===== src/rtl/core/cfd_pkg.sv =====
// package for the cobs frame decoder core
// holds widths, status codes and the result beat type shared by all core modules
`default_nettype none
package cfd_pkg;

  localparam int unsigned BYTE_W = 8;
  localparam int unsigned CAP_W  = 13;
  localparam int unsigned CNT_W  = 13;

  localparam logic [CAP_W-1:0]  MAX_CAPACITY = 13'd4096;
  localparam logic [CAP_W-1:0]  CAP_RESET    = 13'd64;
  localparam logic [BYTE_W-1:0] BYTE_ZERO    = 8'h00;
  localparam logic [BYTE_W-1:0] BYTE_FF      = 8'hFF;

  localparam int unsigned Q_DEPTH = 4;
  localparam int unsigned Q_PTR_W = $clog2(Q_DEPTH);
  localparam int unsigned Q_CNT_W = $clog2(Q_DEPTH + 1);

  typedef enum logic [1:0] {
    ST_OK    = 2'd0,
    ST_TRUNC = 2'd1,
    ST_ZERO  = 2'd2
  } status_t;

  typedef enum logic {
    KIND_DATA = 1'b0,
    KIND_EOF  = 1'b1
  } kind_t;

  typedef struct packed {
    kind_t             kind;
    logic [BYTE_W-1:0] data;
    status_t           status;
    logic [CNT_W-1:0]  length;
    logic              last;
  } result_t;

  typedef struct packed {
    logic    data_vld;
    logic    eof_vld;
    result_t data_res;
    result_t eof_res;
  } push_t;

endpackage
`default_nettype wire


===== src/rtl/core/cfd_decode.sv =====
// per-byte cobs decode step with frame state registers
// depends on cfd_pkg; produces up to two result beats per accepted byte
`default_nettype none
module cfd_decode (
  input  wire logic                       clk,
  input  wire logic                       rst_n,
  input  wire logic                       accept,
  input  wire logic [cfd_pkg::BYTE_W-1:0] byte_in,
  input  wire logic                       last_in,
  input  wire logic [cfd_pkg::CAP_W-1:0]  capacity,
  output cfd_pkg::push_t                  push
);

  logic [cfd_pkg::BYTE_W-1:0] remain_r, remain_nxt;
  logic                       owed_r, owed_nxt;
  logic [cfd_pkg::CNT_W-1:0]  count_r, count_nxt;
  cfd_pkg::status_t           status_r, status_nxt;

  logic [cfd_pkg::CAP_W-1:0]  cap;
  logic                       full;
  cfd_pkg::status_t           rep_status;

  assign cap  = (capacity < cfd_pkg::MAX_CAPACITY) ? capacity : cfd_pkg::MAX_CAPACITY;
  assign full = (count_r >= cap);

  always_comb begin
    remain_nxt = remain_r;
    owed_nxt   = owed_r;
    count_nxt  = count_r;
    status_nxt = status_r;
    rep_status = cfd_pkg::ST_OK;

    push.data_vld        = 1'b0;
    push.data_res.kind   = cfd_pkg::KIND_DATA;
    push.data_res.data   = byte_in;
    push.data_res.status = cfd_pkg::ST_OK;
    push.data_res.length = '0;
    push.data_res.last   = ~last_in;
    push.eof_vld         = 1'b0;
    push.eof_res.kind    = cfd_pkg::KIND_EOF;
    push.eof_res.data    = cfd_pkg::BYTE_ZERO;
    push.eof_res.status  = cfd_pkg::ST_OK;
    push.eof_res.length  = '0;
    push.eof_res.last    = 1'b1;

    if (status_r == cfd_pkg::ST_OK) begin
      if (remain_r != '0) begin
        if (full) begin
          status_nxt = cfd_pkg::ST_TRUNC;
        end else begin
          push.data_vld = 1'b1;
          count_nxt     = count_r + 1'b1;
          remain_nxt    = remain_r - 1'b1;
        end
      end else begin
        if (owed_r) begin
          if (full) begin
            status_nxt = cfd_pkg::ST_TRUNC;
          end else begin
            push.data_vld      = 1'b1;
            push.data_res.data = cfd_pkg::BYTE_ZERO;
            count_nxt          = count_r + 1'b1;
          end
          owed_nxt = 1'b0;
        end
        if (status_nxt == cfd_pkg::ST_OK) begin
          if (byte_in == cfd_pkg::BYTE_ZERO) begin
            status_nxt = cfd_pkg::ST_ZERO;
          end else begin
            remain_nxt = byte_in - 1'b1;
            owed_nxt   = (byte_in != cfd_pkg::BYTE_FF);
          end
        end
      end
    end

    if (last_in) begin
      rep_status = status_nxt;
      if (status_nxt == cfd_pkg::ST_OK && remain_nxt != '0) begin
        rep_status = cfd_pkg::ST_TRUNC;
      end
      push.eof_vld        = 1'b1;
      push.eof_res.status = rep_status;
      push.eof_res.length = (rep_status == cfd_pkg::ST_OK) ? count_nxt : '0;
      remain_nxt = '0;
      owed_nxt   = 1'b0;
      count_nxt  = '0;
      status_nxt = cfd_pkg::ST_OK;
    end

    if (!accept) begin
      push.data_vld = 1'b0;
      push.eof_vld  = 1'b0;
    end
  end

  always_ff @(posedge clk) begin
    if (!rst_n) begin
      remain_r <= '0;
      owed_r   <= 1'b0;
      count_r  <= '0;
      status_r <= cfd_pkg::ST_OK;
    end else if (accept) begin
      remain_r <= remain_nxt;
      owed_r   <= owed_nxt;
      count_r  <= count_nxt;
      status_r <= status_nxt;
    end
  end

endmodule
`default_nettype wire


===== src/rtl/core/cfd_outq.sv =====
// result queue of the cobs frame decoder, two beats in and one beat out per cycle
// depends on cfd_pkg; registered entries feed the output port directly
`default_nettype none
module cfd_outq (
  input  wire logic        clk,
  input  wire logic        rst_n,
  input  wire cfd_pkg::push_t push,
  output logic             room,
  output logic             valid,
  input  wire logic        pop,
  output cfd_pkg::result_t head
);

  cfd_pkg::result_t               entry_r [cfd_pkg::Q_DEPTH];
  logic [cfd_pkg::Q_PTR_W-1:0]    wptr_r, wptr_nxt;
  logic [cfd_pkg::Q_PTR_W-1:0]    rptr_r, rptr_nxt;
  logic [cfd_pkg::Q_CNT_W-1:0]    cnt_r, cnt_nxt;
  logic [cfd_pkg::Q_PTR_W-1:0]    eof_ptr;
  logic                           do_pop;

  assign valid   = (cnt_r != '0);
  assign room    = (cnt_r <= cfd_pkg::Q_CNT_W'(cfd_pkg::Q_DEPTH - 2));
  assign head    = entry_r[rptr_r];
  assign do_pop  = pop & valid;
  assign eof_ptr = push.data_vld ? wptr_r + 1'b1 : wptr_r;

  always_comb begin
    wptr_nxt = wptr_r + cfd_pkg::Q_PTR_W'(push.data_vld) + cfd_pkg::Q_PTR_W'(push.eof_vld);
    rptr_nxt = rptr_r + cfd_pkg::Q_PTR_W'(do_pop);
    cnt_nxt  = cnt_r + cfd_pkg::Q_CNT_W'(push.data_vld) + cfd_pkg::Q_CNT_W'(push.eof_vld)
               - cfd_pkg::Q_CNT_W'(do_pop);
  end

  always_ff @(posedge clk) begin
    if (!rst_n) begin
      wptr_r <= '0;
      rptr_r <= '0;
      cnt_r  <= '0;
    end else begin
      wptr_r <= wptr_nxt;
      rptr_r <= rptr_nxt;
      cnt_r  <= cnt_nxt;
    end
  end

  always_ff @(posedge clk) begin
    if (push.data_vld) begin
      entry_r[wptr_r] <= push.data_res;
    end
    if (push.eof_vld) begin
      entry_r[eof_ptr] <= push.eof_res;
    end
  end

endmodule
`default_nettype wire


===== src/rtl/core/cobs_frame_decoder_core.sv =====
// top level of the cobs frame decoder: capacity register, decode step, result queue
// depends on cfd_pkg, cfd_decode and cfd_outq
//
//   port group | direction | handshake          | payload
//   in_        | input     | in_valid/in_stall   | in_byte, in_last
//   out_       | output    | out_valid/out_stall | out_kind, out_byte, out_code, out_length, out_last
//   cfg_       | input     | cfg_valid/cfg_ready | cfg_data (output_capacity)
//
// one encoded byte per cycle while in_stall is low; a byte yields zero, one or two result beats
// results are written into the result queue when their byte is taken, one beat per cycle leaves while out_stall is low
// a four-entry result queue sets the rate: in_stall rises while fewer than two slots are free
// a byte that yields two beats (a decoded byte plus frame report) takes two queue slots, sent out one after the other
// synchronous active-low reset clears frame state and queue, capacity returns to 64
`default_nettype none
module cobs_frame_decoder_core (
  input  wire logic                       clk,
  input  wire logic                       rst_n,
  input  wire logic                       in_valid,
  output logic                            in_stall,
  input  wire logic [cfd_pkg::BYTE_W-1:0] in_byte,
  input  wire logic                       in_last,
  output logic                            out_valid,
  input  wire logic                       out_stall,
  output logic                            out_kind,
  output logic [cfd_pkg::BYTE_W-1:0]      out_byte,
  output logic [1:0]                      out_code,
  output logic [cfd_pkg::CNT_W-1:0]       out_length,
  output logic                            out_last,
  input  wire logic                       cfg_valid,
  output logic                            cfg_ready,
  input  wire logic [cfd_pkg::CAP_W-1:0]  cfg_data
);

  logic [cfd_pkg::CAP_W-1:0] cap_r;
  logic                      room;
  logic                      accept;
  cfd_pkg::push_t            push;
  cfd_pkg::result_t          head;

  assign cfg_ready = 1'b1;
  assign in_stall  = ~room;
  assign accept    = in_valid & room;

  always_ff @(posedge clk) begin
    if (!rst_n) begin
      cap_r <= cfd_pkg::CAP_RESET;
    end else if (cfg_valid && cfg_ready) begin
      cap_r <= cfg_data;
    end
  end

  cfd_decode u_decode (
    .clk      (clk),
    .rst_n    (rst_n),
    .accept   (accept),
    .byte_in  (in_byte),
    .last_in  (in_last),
    .capacity (cap_r),
    .push     (push)
  );

  cfd_outq u_outq (
    .clk   (clk),
    .rst_n (rst_n),
    .push  (push),
    .room  (room),
    .valid (out_valid),
    .pop   (~out_stall),
    .head  (head)
  );

  assign out_kind   = head.kind;
  assign out_byte   = head.data;
  assign out_code   = head.status;
  assign out_length = head.length;
  assign out_last   = head.last;

endmodule
`default_nettype wire


===== config.mk =====
export PLATFORM = sky130hd
export DESIGN_NAME = cobs_frame_decoder_core
export DESIGN_NICKNAME = d
export VERILOG_FILES = /design/src/rtl/core/cfd_pkg.sv /design/src/rtl/core/cfd_decode.sv /design/src/rtl/core/cfd_outq.sv /design/src/rtl/core/cobs_frame_decoder_core.sv
export SDC_FILE = /design/constraint.sdc
export NUM_CORES = 1
export LEC_CHECK = 0
export BUFFER_PORTS_ARGS = -buffer_cell sky130_fd_sc_hd__buf_2
export CAP_MARGIN = 20
export CORE_ASPECT_RATIO = 0.8
export CORE_UTILIZATION = 30
export CTS_BUF_LIST = sky130_fd_sc_hd__clkbuf_4 sky130_fd_sc_hd__clkbuf_8 sky130_fd_sc_hd__clkbuf_16
export DETAILED_ROUTE_END_ITERATION = 8
export MAX_ROUTING_LAYER = met4
export PLACE_DENSITY = 0.57
export SETUP_SLACK_MARGIN = 0.02
export SKIP_CTS_REPAIR_TIMING = 1
export SYNTH_ARGS = -nofsm -noshare
export SYNTH_HDL_FRONTEND = slang
export SYNTH_SLANG_ARGS = --single-unit

===== constraint.sdc =====
create_clock -name clk -period 4.1 [get_ports clk]
set_clock_uncertainty 0.05 [all_clocks]
set_input_delay 0.41 -clock clk [delete_from_list [all_inputs] [get_ports clk]]
set_output_delay 0.41 -clock clk [all_outputs]
set_load 0.01 [all_outputs]

==> results.cfg, run 1 <==
[timing]
slew_headroom_pct = 48.5
drv_slew = 0
tightest_slew_ns = 0.766
fin_tns_setup_ns = 0
final-setup-viol-count = 0
post-route-period-util_pct = 93.2
rsz0062_at_grt = no
max_freq_mhz = 262
hold_viol = 0
period_needed_ns = 3.82

[power_and_ir_drop]
p_switching_uw = 2120
switching_share_pct = 37.3
powerDensity_nw_per_um2 = 654
clock_power_share_pct = 26.5
internal_power_uw = 3560
cellLeakagePower_uw = 0.00320
p_seq_share_pct = 35.9
peakVddDrop_mv = 0.329
pwr-share-comb_pct = 37.6

[min_path]
min_path_cells = 3
hold_class = in2reg

[place]
dp_hpwl_um = 13400
port_buffers = 53
place_congestion = 0.873

[logic_synthesis]
syn_nets = 799
synthTopCellsByArea = edfxtp_1, dfxtp_1, mux4_2
async_reset_ff_share_pct = 0
yosys.area.top_type = edfxtp_1
yosysMostFrequentCell = nand2_1
ys_ff_latch = 144
syn_inst = 744
yosysSeqAreaShare_pct = 46.4
yosysUniqueCellTypes = 72
yosys_warnings = 0
synthDominantCellAreaShare_pct = 24.0
synth-main-ff-cell = dfxtp_1
syn_avg_cell_area_um2 = 10.1
synth-edff-count = 60
syn_area_um2 = 7510
yosys-top-cells-count = nand2_1, nor2_1, dfxtp_1, edfxtp_1, a21oi_1

[setup_path]
worstSetupPathType = reg2reg
r2r_slack_ns = 0.28
critical_path_required_ns = 4.22
critPathLaunchType = flip-flop
cpMaxStageDelayCell = a2111oi_1
critPathMaxFanout = 12
cp-startpoint = cap_r[12]
critical_path_arrival_ns = 3.94
reg2regPathDepth = 11
cp-end-kind = flip-flop
path_cells = inv_1 -> nand2_1 -> ha_1 -> nand4_2 -> a211o_1 -> o221a_4 -> a41oi_1 -> o22ai_1 -> a2111oi_1 -> nand3_1 -> nor3b_1
setup.worst_path.end = u_outq.entry_r[0][14]
r2r_end = u_outq.entry_r[0][14]
crit-reg2reg-launch = cap_r[12]
cpPeakStageDelay_ns = 0.62

[floorplan]
start_util_pct = 30.7
die_width_um = 179
core_um2 = 24400
fp.dieH_um = 143
ios = 55
die-area_um2 = 25700
rows = 51

[route]
num_vias = 5639
wirelength_um = 18800
drc = 0
drt_pre_antenna_iters = 5
viasPerCell = 5.01
wire_per_inst_um = 16.7
ant_nets = 0
drt-initial-drc-count = 402

[global_route]
grt_pass1_wl_um = 30100
grt_max_degree = 38
grt-ovfl-total = 0
grtUsageTotal_pct = 16.0
grt_pass1_vias = 5403
antenna_found_initial = 0

[finish]
seqCellArea_um2 = 3480
fillers = 2519
area_growth_pct = 15.7
drive_gt1_share_pct = 19.2
multi_input_area_um2 = 3740
nets = 850
final_util_pct = 35.5
diodes = 0

[cts]
cts.sinks = 144
numCtsBuffers = 17
cts.clk_slew.worst_paths_ns = 0.07
clockBufferDepth = 2
cts_tree = yes
worstSkewPairLatency_ns = 0.43
cts_root_buf = clkbuf_16
htree_levels = 4

[run_status]
status = complete, no violations

[run]
maxCapViolations = 0
## layer usage
metal / share of wire [%] / global-route usage [%]
met4: 1.3 / 4.86
met2: 42 / 22.1
met5: 0 / -
met3: 5.9 / 2.91
met1: 51 / 23.4
## power groups by stage
stage / sequential [uW] / clock, uW / combinational (uW)
final: 2040 / 1500 / 2140
after global routing: 2090 / 1600 / 2340
after CTS: 2070 / 1540 / 2090
after detailed placement: 2100 / 0 / 2080
after global placement: 2090 / 0 / 2070
after floorplan: 1980 / 0 / 1580
## sequential cells by signal, indices dropped and copies added, names as in the netlist
signal / count
u_decode.remain_r: 8
u_outq.entry_r: 100
u_decode.status_r: 2
cap_r: 13
u_outq.rptr_r: 2
u_decode.count_r: 13
u_outq.wptr_r: 2
u_outq.cnt_r: 3
u_decode.owed_r: 1
## critical path: cells and delay by family (launching register included)
kind	cells	cell delay, ns
AOI/OAI and AO/OA	5	1.81
DFF	1	0.32
buffers and inverters	1	0.27
adders and majority gates	1	0.32
and+or+nand+nor	4	0.78
## layout by cell type (no fill, tap or decap), types with 3 or more instances in the layout
master     count
a31oi_1        5
nand2b_1       4
o21ai_0       16
clkbuf_16     17
a21oi_1       49
nand4_2        5
nand3_1       21
nand4_1        5
buf_2         53
and3_1        12
nor2_1       105
nor2b_1        8
xnor2_1       10
dfxtp_1       83
mux2_4         3
inv_6          6
buf_4         15
a32oi_1        3
mux4_2        25
nor3_1        16
or3_1          5
ha_1          25
a211oi_1       6
o211ai_1       5
mux2i_1       20
a22oi_1        6
edfxtp_1      60
fa_1           3
nor3b_1        8
inv_1         17
and2_1         5
nand3b_1       3
o21a_1         3
inv_8          6
xor2_1        10
nand2_1      116
## worst min path at each step
stage / end / slack [ns] / start
after floorplan: u_outq.entry_r[2][24] / 0.37 / u_outq.entry_r[2][24]
after global placement: u_outq.entry_r[3][24] / 0.38 / u_outq.entry_r[3][24]
after detailed placement: u_outq.entry_r[1][24] / 0.39 / u_outq.entry_r[1][24]
after CTS: cap_r[2] / 0.15 / cfg_data[2]
after global routing: cap_r[1] / 0.16 / cfg_data[1]
final: cap_r[6] / 0.16 / cfg_data[6]
## cell families after synthesis
group	synth area share (%)
DFF	46.4
adders and majority gates	4.97
buffers and inverters	3.72
xor gates and xnor gates	2.33
other	0.0500
muxes	10.9
AOI/OAI and AO/OA	10.7
and+or+nand+nor	20.9
## stage by stage
step / hold slack [ns] / power, uW / instance area, um2 / instances / setup WS (ns)
global placement: 0.379 / 4160 / 8090 / 1093 / 0.434
finish: 0.159 / 5680 / 8680 / 1126 / 0.277
CTS: 0.152 / 5690 / 8650 / 1125 / 0.272
floorplan: 0.368 / 3560 / 7510 / 744 / 0.267
detailed placement: 0.386 / 4180 / 8090 / 1093 / 0.298
global route: 0.162 / 6030 / 8680 / 1126 / 0.0563
## layout make-up
| type | count | area share [%] |
|---|---|---|
| clock buffers | 17 | 4.90 |
| repair buffers | 70 | 4.90 |
| flip-flops and latches | 144 | 40.1 |
| multi-input cells | 544 | 43.1 |
| well taps | 318 | 4.58 |
| inverters | 18 | 0.778 |
| clock inverters | 15 | 1.59 |
No activity file was read; power rests on OpenSTA's default activity.
==> inputs of run 2 (changes only) <==
Settings changed: CTS_CLUSTER_DIAMETER from default to 40, SYNTH_HIERARCHICAL from default to 1.
==> run 2 against run 1 <==
  * Flip-flop and latch count stayed put
  * Worst hold slack hardly changed
  * Cell count is 0.62% higher
  * Critical path type unchanged
==> results.cfg, run 2 <==
[setup_path]
worstSetupPathType = reg2reg
critPathLaunchType = flip-flop
critical_path_arrival_ns = 3.92
cpPeakStageDelay_ns = 0.59
path_common_cell = a21oi_1
cp_top_family = compound AO/OA/AOI/OAI gates
critPathMaxFanout = 14
cpMaxStageDelayCell = o221ai_1
critical_path_required_ns = 4.23
cp-end-kind = flip-flop
path_cells = inv_1 -> nand2_1 -> ha_1 -> nand4_1 -> a2111o_1 -> o221ai_1 -> a21oi_1 -> a21oi_1 -> nand4_2 -> buf_12 -> o311a_1 -> mux2_1
r2r_slack_ns = 0.30
crit_buf_inv = 2

[global_route]
antenna_found_initial = 1
grt_max_degree = 48
grtUsageTotal_pct = 14.2
grt_pass1_vias = 5531
grt_pass1_wl_um = 31100
grt-ovfl-total = 0

[route]
num_vias = 5561
wire_per_inst_um = 17.2
ant_nets = 0
viasPerCell = 4.91
drt_pre_antenna_iters = 4
wirelength_um = 19500
drt-initial-drc-count = 366
drc = 0

[timing]
hold_viol = 0
post-route-period-util_pct = 92.6
tightest_slew_ns = 0.831
drv_slew = 0
fin_tns_setup_ns = 0
rsz0062_at_grt = no
period_needed_ns = 3.80
final-setup-viol-count = 0
max_freq_mhz = 263
slew_headroom_pct = 44.2

[finish]
final_area_um2 = 9860
largest-register = u_outq/entry_r
largestRegisters = u_outq/entry_r x100, cap_r x13, u_decode/count_r x13
drive_gt1_share_pct = 24.5
diodes = 0
final_util_pct = 34.9
layout_commonest_cell = edfxtp_1
largest_reg_flops = 100
area_growth_pct = 14.4
nets = 805
fillers = 2775
mostFrequentLayoutCells = edfxtp_1, mux2_1, buf_2, dfxtp_1, nand2_1
finalNonFillerCells = 1133

[place]
dp_cells = 1101
port_buffers = 53
dp_hpwl_um = 13100
dpl_cell_area_um2 = 9220
place_congestion = 0.869

[logic_synthesis]
syn_inst = 697
synth-edff-count = 100
ys_ff_latch = 144
yosys-top-cells-count = edfxtp_1, mux2_1, dfxtp_1, nand2_1, nor2b_1
async_reset_ff_share_pct = 0
syn_area_um2 = 8620
syn_avg_cell_area_um2 = 12.4
yosysUniqueCellTypes = 73
synth-main-ff-cell = edfxtp_1
yosysSeqAreaShare_pct = 45.1
yosysMostFrequentCell = edfxtp_1
synthTopCellsByArea = edfxtp_1, dfxtp_1, mux2_1
synthDominantCellAreaShare_pct = 34.8
yosys.area.top_type = edfxtp_1
yosys_warnings = 6

[min_path]
hold_class = in2reg

[cts]
clockBufferDepth = 2
cts.sinks = 144
htree_levels = 4
worstSkewPairLatency_ns = 0.43
cts_tree = yes
cts.clk_slew.worst_paths_ns = 0.07
cts_root_buf = clkbuf_16
numCtsBuffers = 17

[power_and_ir_drop]
peakVddDrop_mv = 0.353
cellLeakagePower_uw = 0.00357
total_power_uw = 5620
powerDensity_nw_per_um2 = 569

[floorplan]
fp.dieH_um = 154
die_width_um = 192
ios = 55
core_um2 = 28300
rows = 55
die-area_um2 = 29400
start_util_pct = 30.5

[run]
maxCapViolations = 0

[run_status]
status = complete, no violations
## run 2: worst paths after layout
path | start | end | depth (start not counted)
max | cap_r[12] | u_outq/entry_r[2][14] | 12
min | cfg_data[6] | cap_r[6] | 3
max reg2reg | cap_r[12] | u_outq/entry_r[2][14] | 12
min reg2reg | cap_r[6] | cap_r[6] | 2
## run 2: power by group
| part | internal [uW] | switching [uW] | leakage (uW) | total [uW] |
|---|---|---|---|---|
| registers | 1860 | 166 | 0.00127 | 2030 |
| logic | 856 | 1050 | 0.00200 | 1910 |
| clock network | 1030 | 653 | 0.000306 | 1680 |
| total | 3750 | 1870 | 0.00357 | 5620 |
## run 2: layout make-up
class,instances,area (um2),area share [%]
inverter,23,86.3,0.875
multi-input combinational,494,4320,43.8
tap,370,463,4.69
clock inverter,15,206,2.09
sequential,144,3890,39.4
clock buffer,17,425,4.31
timing repair buffer,70,480,4.87
## run 2: cells by family (layout without fill, tap and decap cells)
logic type / Yosys count / count (layout) / share of synthesized area (%)
xor gates and xnor gates: 19 / 19 / 1.93
muxes: 144 / 144 / 22.1
other: 3 / 27 / 0.131
adders and majority gates: 28 / 28 / 4.33
and+or+nand+nor: 190 / 190 / 13.0
DFF: 144 / 144 / 45.1
AOI/OAI and AO/OA: 86 / 86 / 7.45
buffers and inverters: 83 / 125 / 6.05
## run 2: stage by stage
stage,setup WS (ns),hold WS [ns]
2_1_floorplan,0.118,0.392
3_3_place_gp,0.387,0.432
3_5_place_dp,0.267,0.422
4_1_cts,0.233,0.138
5_1_grt,0.0276,0.162
6_report,0.304,0.158
## run 2: worst min-delay path, cell delays in order
cell and delay (ns):
buf_2 0.08, mux2i_1 0.06, nand2_1 0.06
## run 2: per-layer routing
| metal | track usage, % | vias to the layer above | share of wire [%] |
|---|---|---|---|
| li1 | - | 2675 | - |
| met1 | 19.1 | 2710 | 49 |
| met2 | 21.7 | 157 | 46 |
| met3 | 2.85 | 19 | 4.9 |
| met4 | 3.70 | 0 | 0.99 |
| met5 | - | - | 0 |
==> inputs of run 3 (changes only) <==
Settings changed: BUFFER_PORTS_ARGS -buffer_cell sky130_fd_sc_hd__buf_2 to -buffer_cell sky130_fd_sc_hd__buf_4, CORE_UTILIZATION 30 to 56, MAX_ROUTING_LAYER met4 to default, PLACE_DENSITY 0.57 to 0.87.
==> run 3 against run 2 <==
  * Die area decreased by 46%
  * Utilization is 30 points higher
  * Critical path depth is 2 lower
  * Setup slack worse by 0.056 ns
  * Global-route usage grew 11 points
  * Non-clock buffer count increased by 1
  * Worst hold slack better by 0.010 ns
  * Routed wire length rose by 1.0%
  * Final area is 1.4% lower
  * Via count up 3.3%
  * Clock-buffer cell count did not move
  * Flip-flop and latch count unchanged
  * Largest cell class unchanged
  * Largest power group unchanged
  * Highest routed layer unchanged
==> results.cfg, run 3 (synthesis results as in run 2) <==
[finish]
multi_input_area_um2 = 4340
largest_reg_flops = 100
nets = 807
fillers = 1064
layout_commonest_cell = edfxtp_1
diodes = 0
mostFrequentLayoutCells = edfxtp_1, mux2_1, buf_4, dfxtp_1, nand2_1
largest-register = u_outq/entry_r
area_growth_pct = 12.9
largestRegisters = u_outq/entry_r x100, cap_r x13, u_decode/count_r x13
drive_gt1_share_pct = 24.8
seqCellArea_um2 = 3880

[setup_path]
cp.depth = 10
crit_buf_inv = 1
crit-reg2reg-launch = cap_r[12]
critical_path_required_ns = 4.22
reg2regPathDepth = 10
critPathMaxFanout = 13
worstSetupPathType = reg2reg
critPathLaunchType = flip-flop
critical_path_arrival_ns = 3.97
cp_top_family = compound AO/OA/AOI/OAI gates
cpMaxStageDelayCell = a31oi_2
r2r_slack_ns = 0.25
r2r_end = u_outq/entry_r[0][9]
path_cells = inv_2 -> nand2_1 -> ha_1 -> nand4_1 -> a2111o_1 -> o221a_1 -> and3_1 -> nor2b_2 -> a31oi_2 -> mux2_4
cp-end-kind = flip-flop
cpPeakStageDelay_ns = 1.01
setup.worst_path.end = u_outq/entry_r[0][9]
cp-startpoint = cap_r[12]

[power_and_ir_drop]
cellLeakagePower_uw = 0.00360
powerDensity_nw_per_um2 = 583
peakVddDrop_mv = 0.381

[timing]
holdWs_ns = 0.168
period_needed_ns = 3.85
hold_viol = 0
final-setup-viol-count = 0
slew_headroom_pct = 16.8
rsz0062_at_grt = no
drv_slew = 0
fin_tns_setup_ns = 0
post-route-period-util_pct = 94.0
max_freq_mhz = 260
worst_slack_ns = 0.248
tightest_slew_ns = 1.24

[floorplan]
die_width_um = 141
ios = 55
start_util_pct = 57.4
fp.dieH_um = 113
core_um2 = 15000
rows = 40
die-area_um2 = 15900

[place]
dp_hpwl_um = 12800
place_congestion = 0.873
port_buffers = 53
pre_cts_ws_ns = 0.129

[cts]
clockBufferDepth = 2
cts_root_buf = clkbuf_16
cts.sinks = 144
cts_tree = yes
worstSkewPairLatency_ns = 0.42
numCtsBuffers = 17
cts.clk_slew.worst_paths_ns = 0.06
htree_levels = 4

[route]
viasPerCell = 6.02
ant_nets = 0
drt-initial-drc-count = 413
drt_pre_antenna_iters = 5
drc = 0
num_vias = 5742
wire_per_inst_um = 20.6
wirelength_um = 19700

[global_route]
grt_max_degree = 48
grtUsageTotal_pct = 25.7
grt_pass1_wl_um = 31200
antenna_found_initial = 0
grt-ovfl-total = 0
grt_pass1_vias = 5965

[run]
maxCapViolations = 0

[run_status]
status = complete, no violations

[min_path]
hold_class = in2reg
run 3: cell count changes in the layout (fill, tap and decap cells not counted), sizes merged:
cell	change
a31oi	+1
bufinv	-1
buf	+1
clkinvlp	+1
run 3: where the power goes:
part | internal [uW] | leakage [uW] | total [uW] | switching [uW]
Clock | 965 | 0.000294 | 1610 | 647
Sequential | 1860 | 0.00127 | 2040 | 172
Combinational | 945 | 0.00203 | 2030 | 1080
Total | 3770 | 0.00360 | 5680 | 1900
run 3: layout make-up:
type | count | area share (%)
flip-flops and latches | 144 | 39.9
well taps | 189 | 2.43
clock inverters | 15 | 1.88
inverters | 23 | 0.887
multi-input cells | 495 | 44.6
repair buffers | 71 | 5.86
clock buffers | 17 | 4.37
run 3: per-stage QoR:
step                      power [uW]  std cells  utilization (%)  area [um2]
final                           5680        954             64.8        9730
after global routing            5940        954             64.8        9730
after CTS                       5650        953             64.6        9690
after detailed placement        4030        921             60.5        9080
after global placement          3980        921             60.5        9080
after floorplan                 3380        721                -        8710
run 3: worst min-delay path by stage:
stage,from,to,slack (ns),depth (start not counted)
finish,cfg_data[6],cap_r[6],0.17,3
global route,cfg_data[6],cap_r[6],0.17,3
CTS,cfg_data[6],cap_r[6],0.14,3
detailed placement,cap_r[6],cap_r[6],0.43,2
global placement,cap_r[6],cap_r[6],0.42,2
floorplan,cap_r[6],cap_r[6],0.39,2
run 3: layer usage:
metal / GRT usage [%] / wire length, um / part of all wire (%)
met2: 43.1 / 9710 / 49
met4: 9.86 / 270 / 1.4
met3: 5.08 / 1290 / 6.5
met1: 33.1 / 8400 / 43
met5: 0 / 0 / 0
run 3: tightest hold or removal path, stage by stage:
cell	delay [ns]
buf_4	0.08
mux2i_1	0.06
nand2_1	0.06
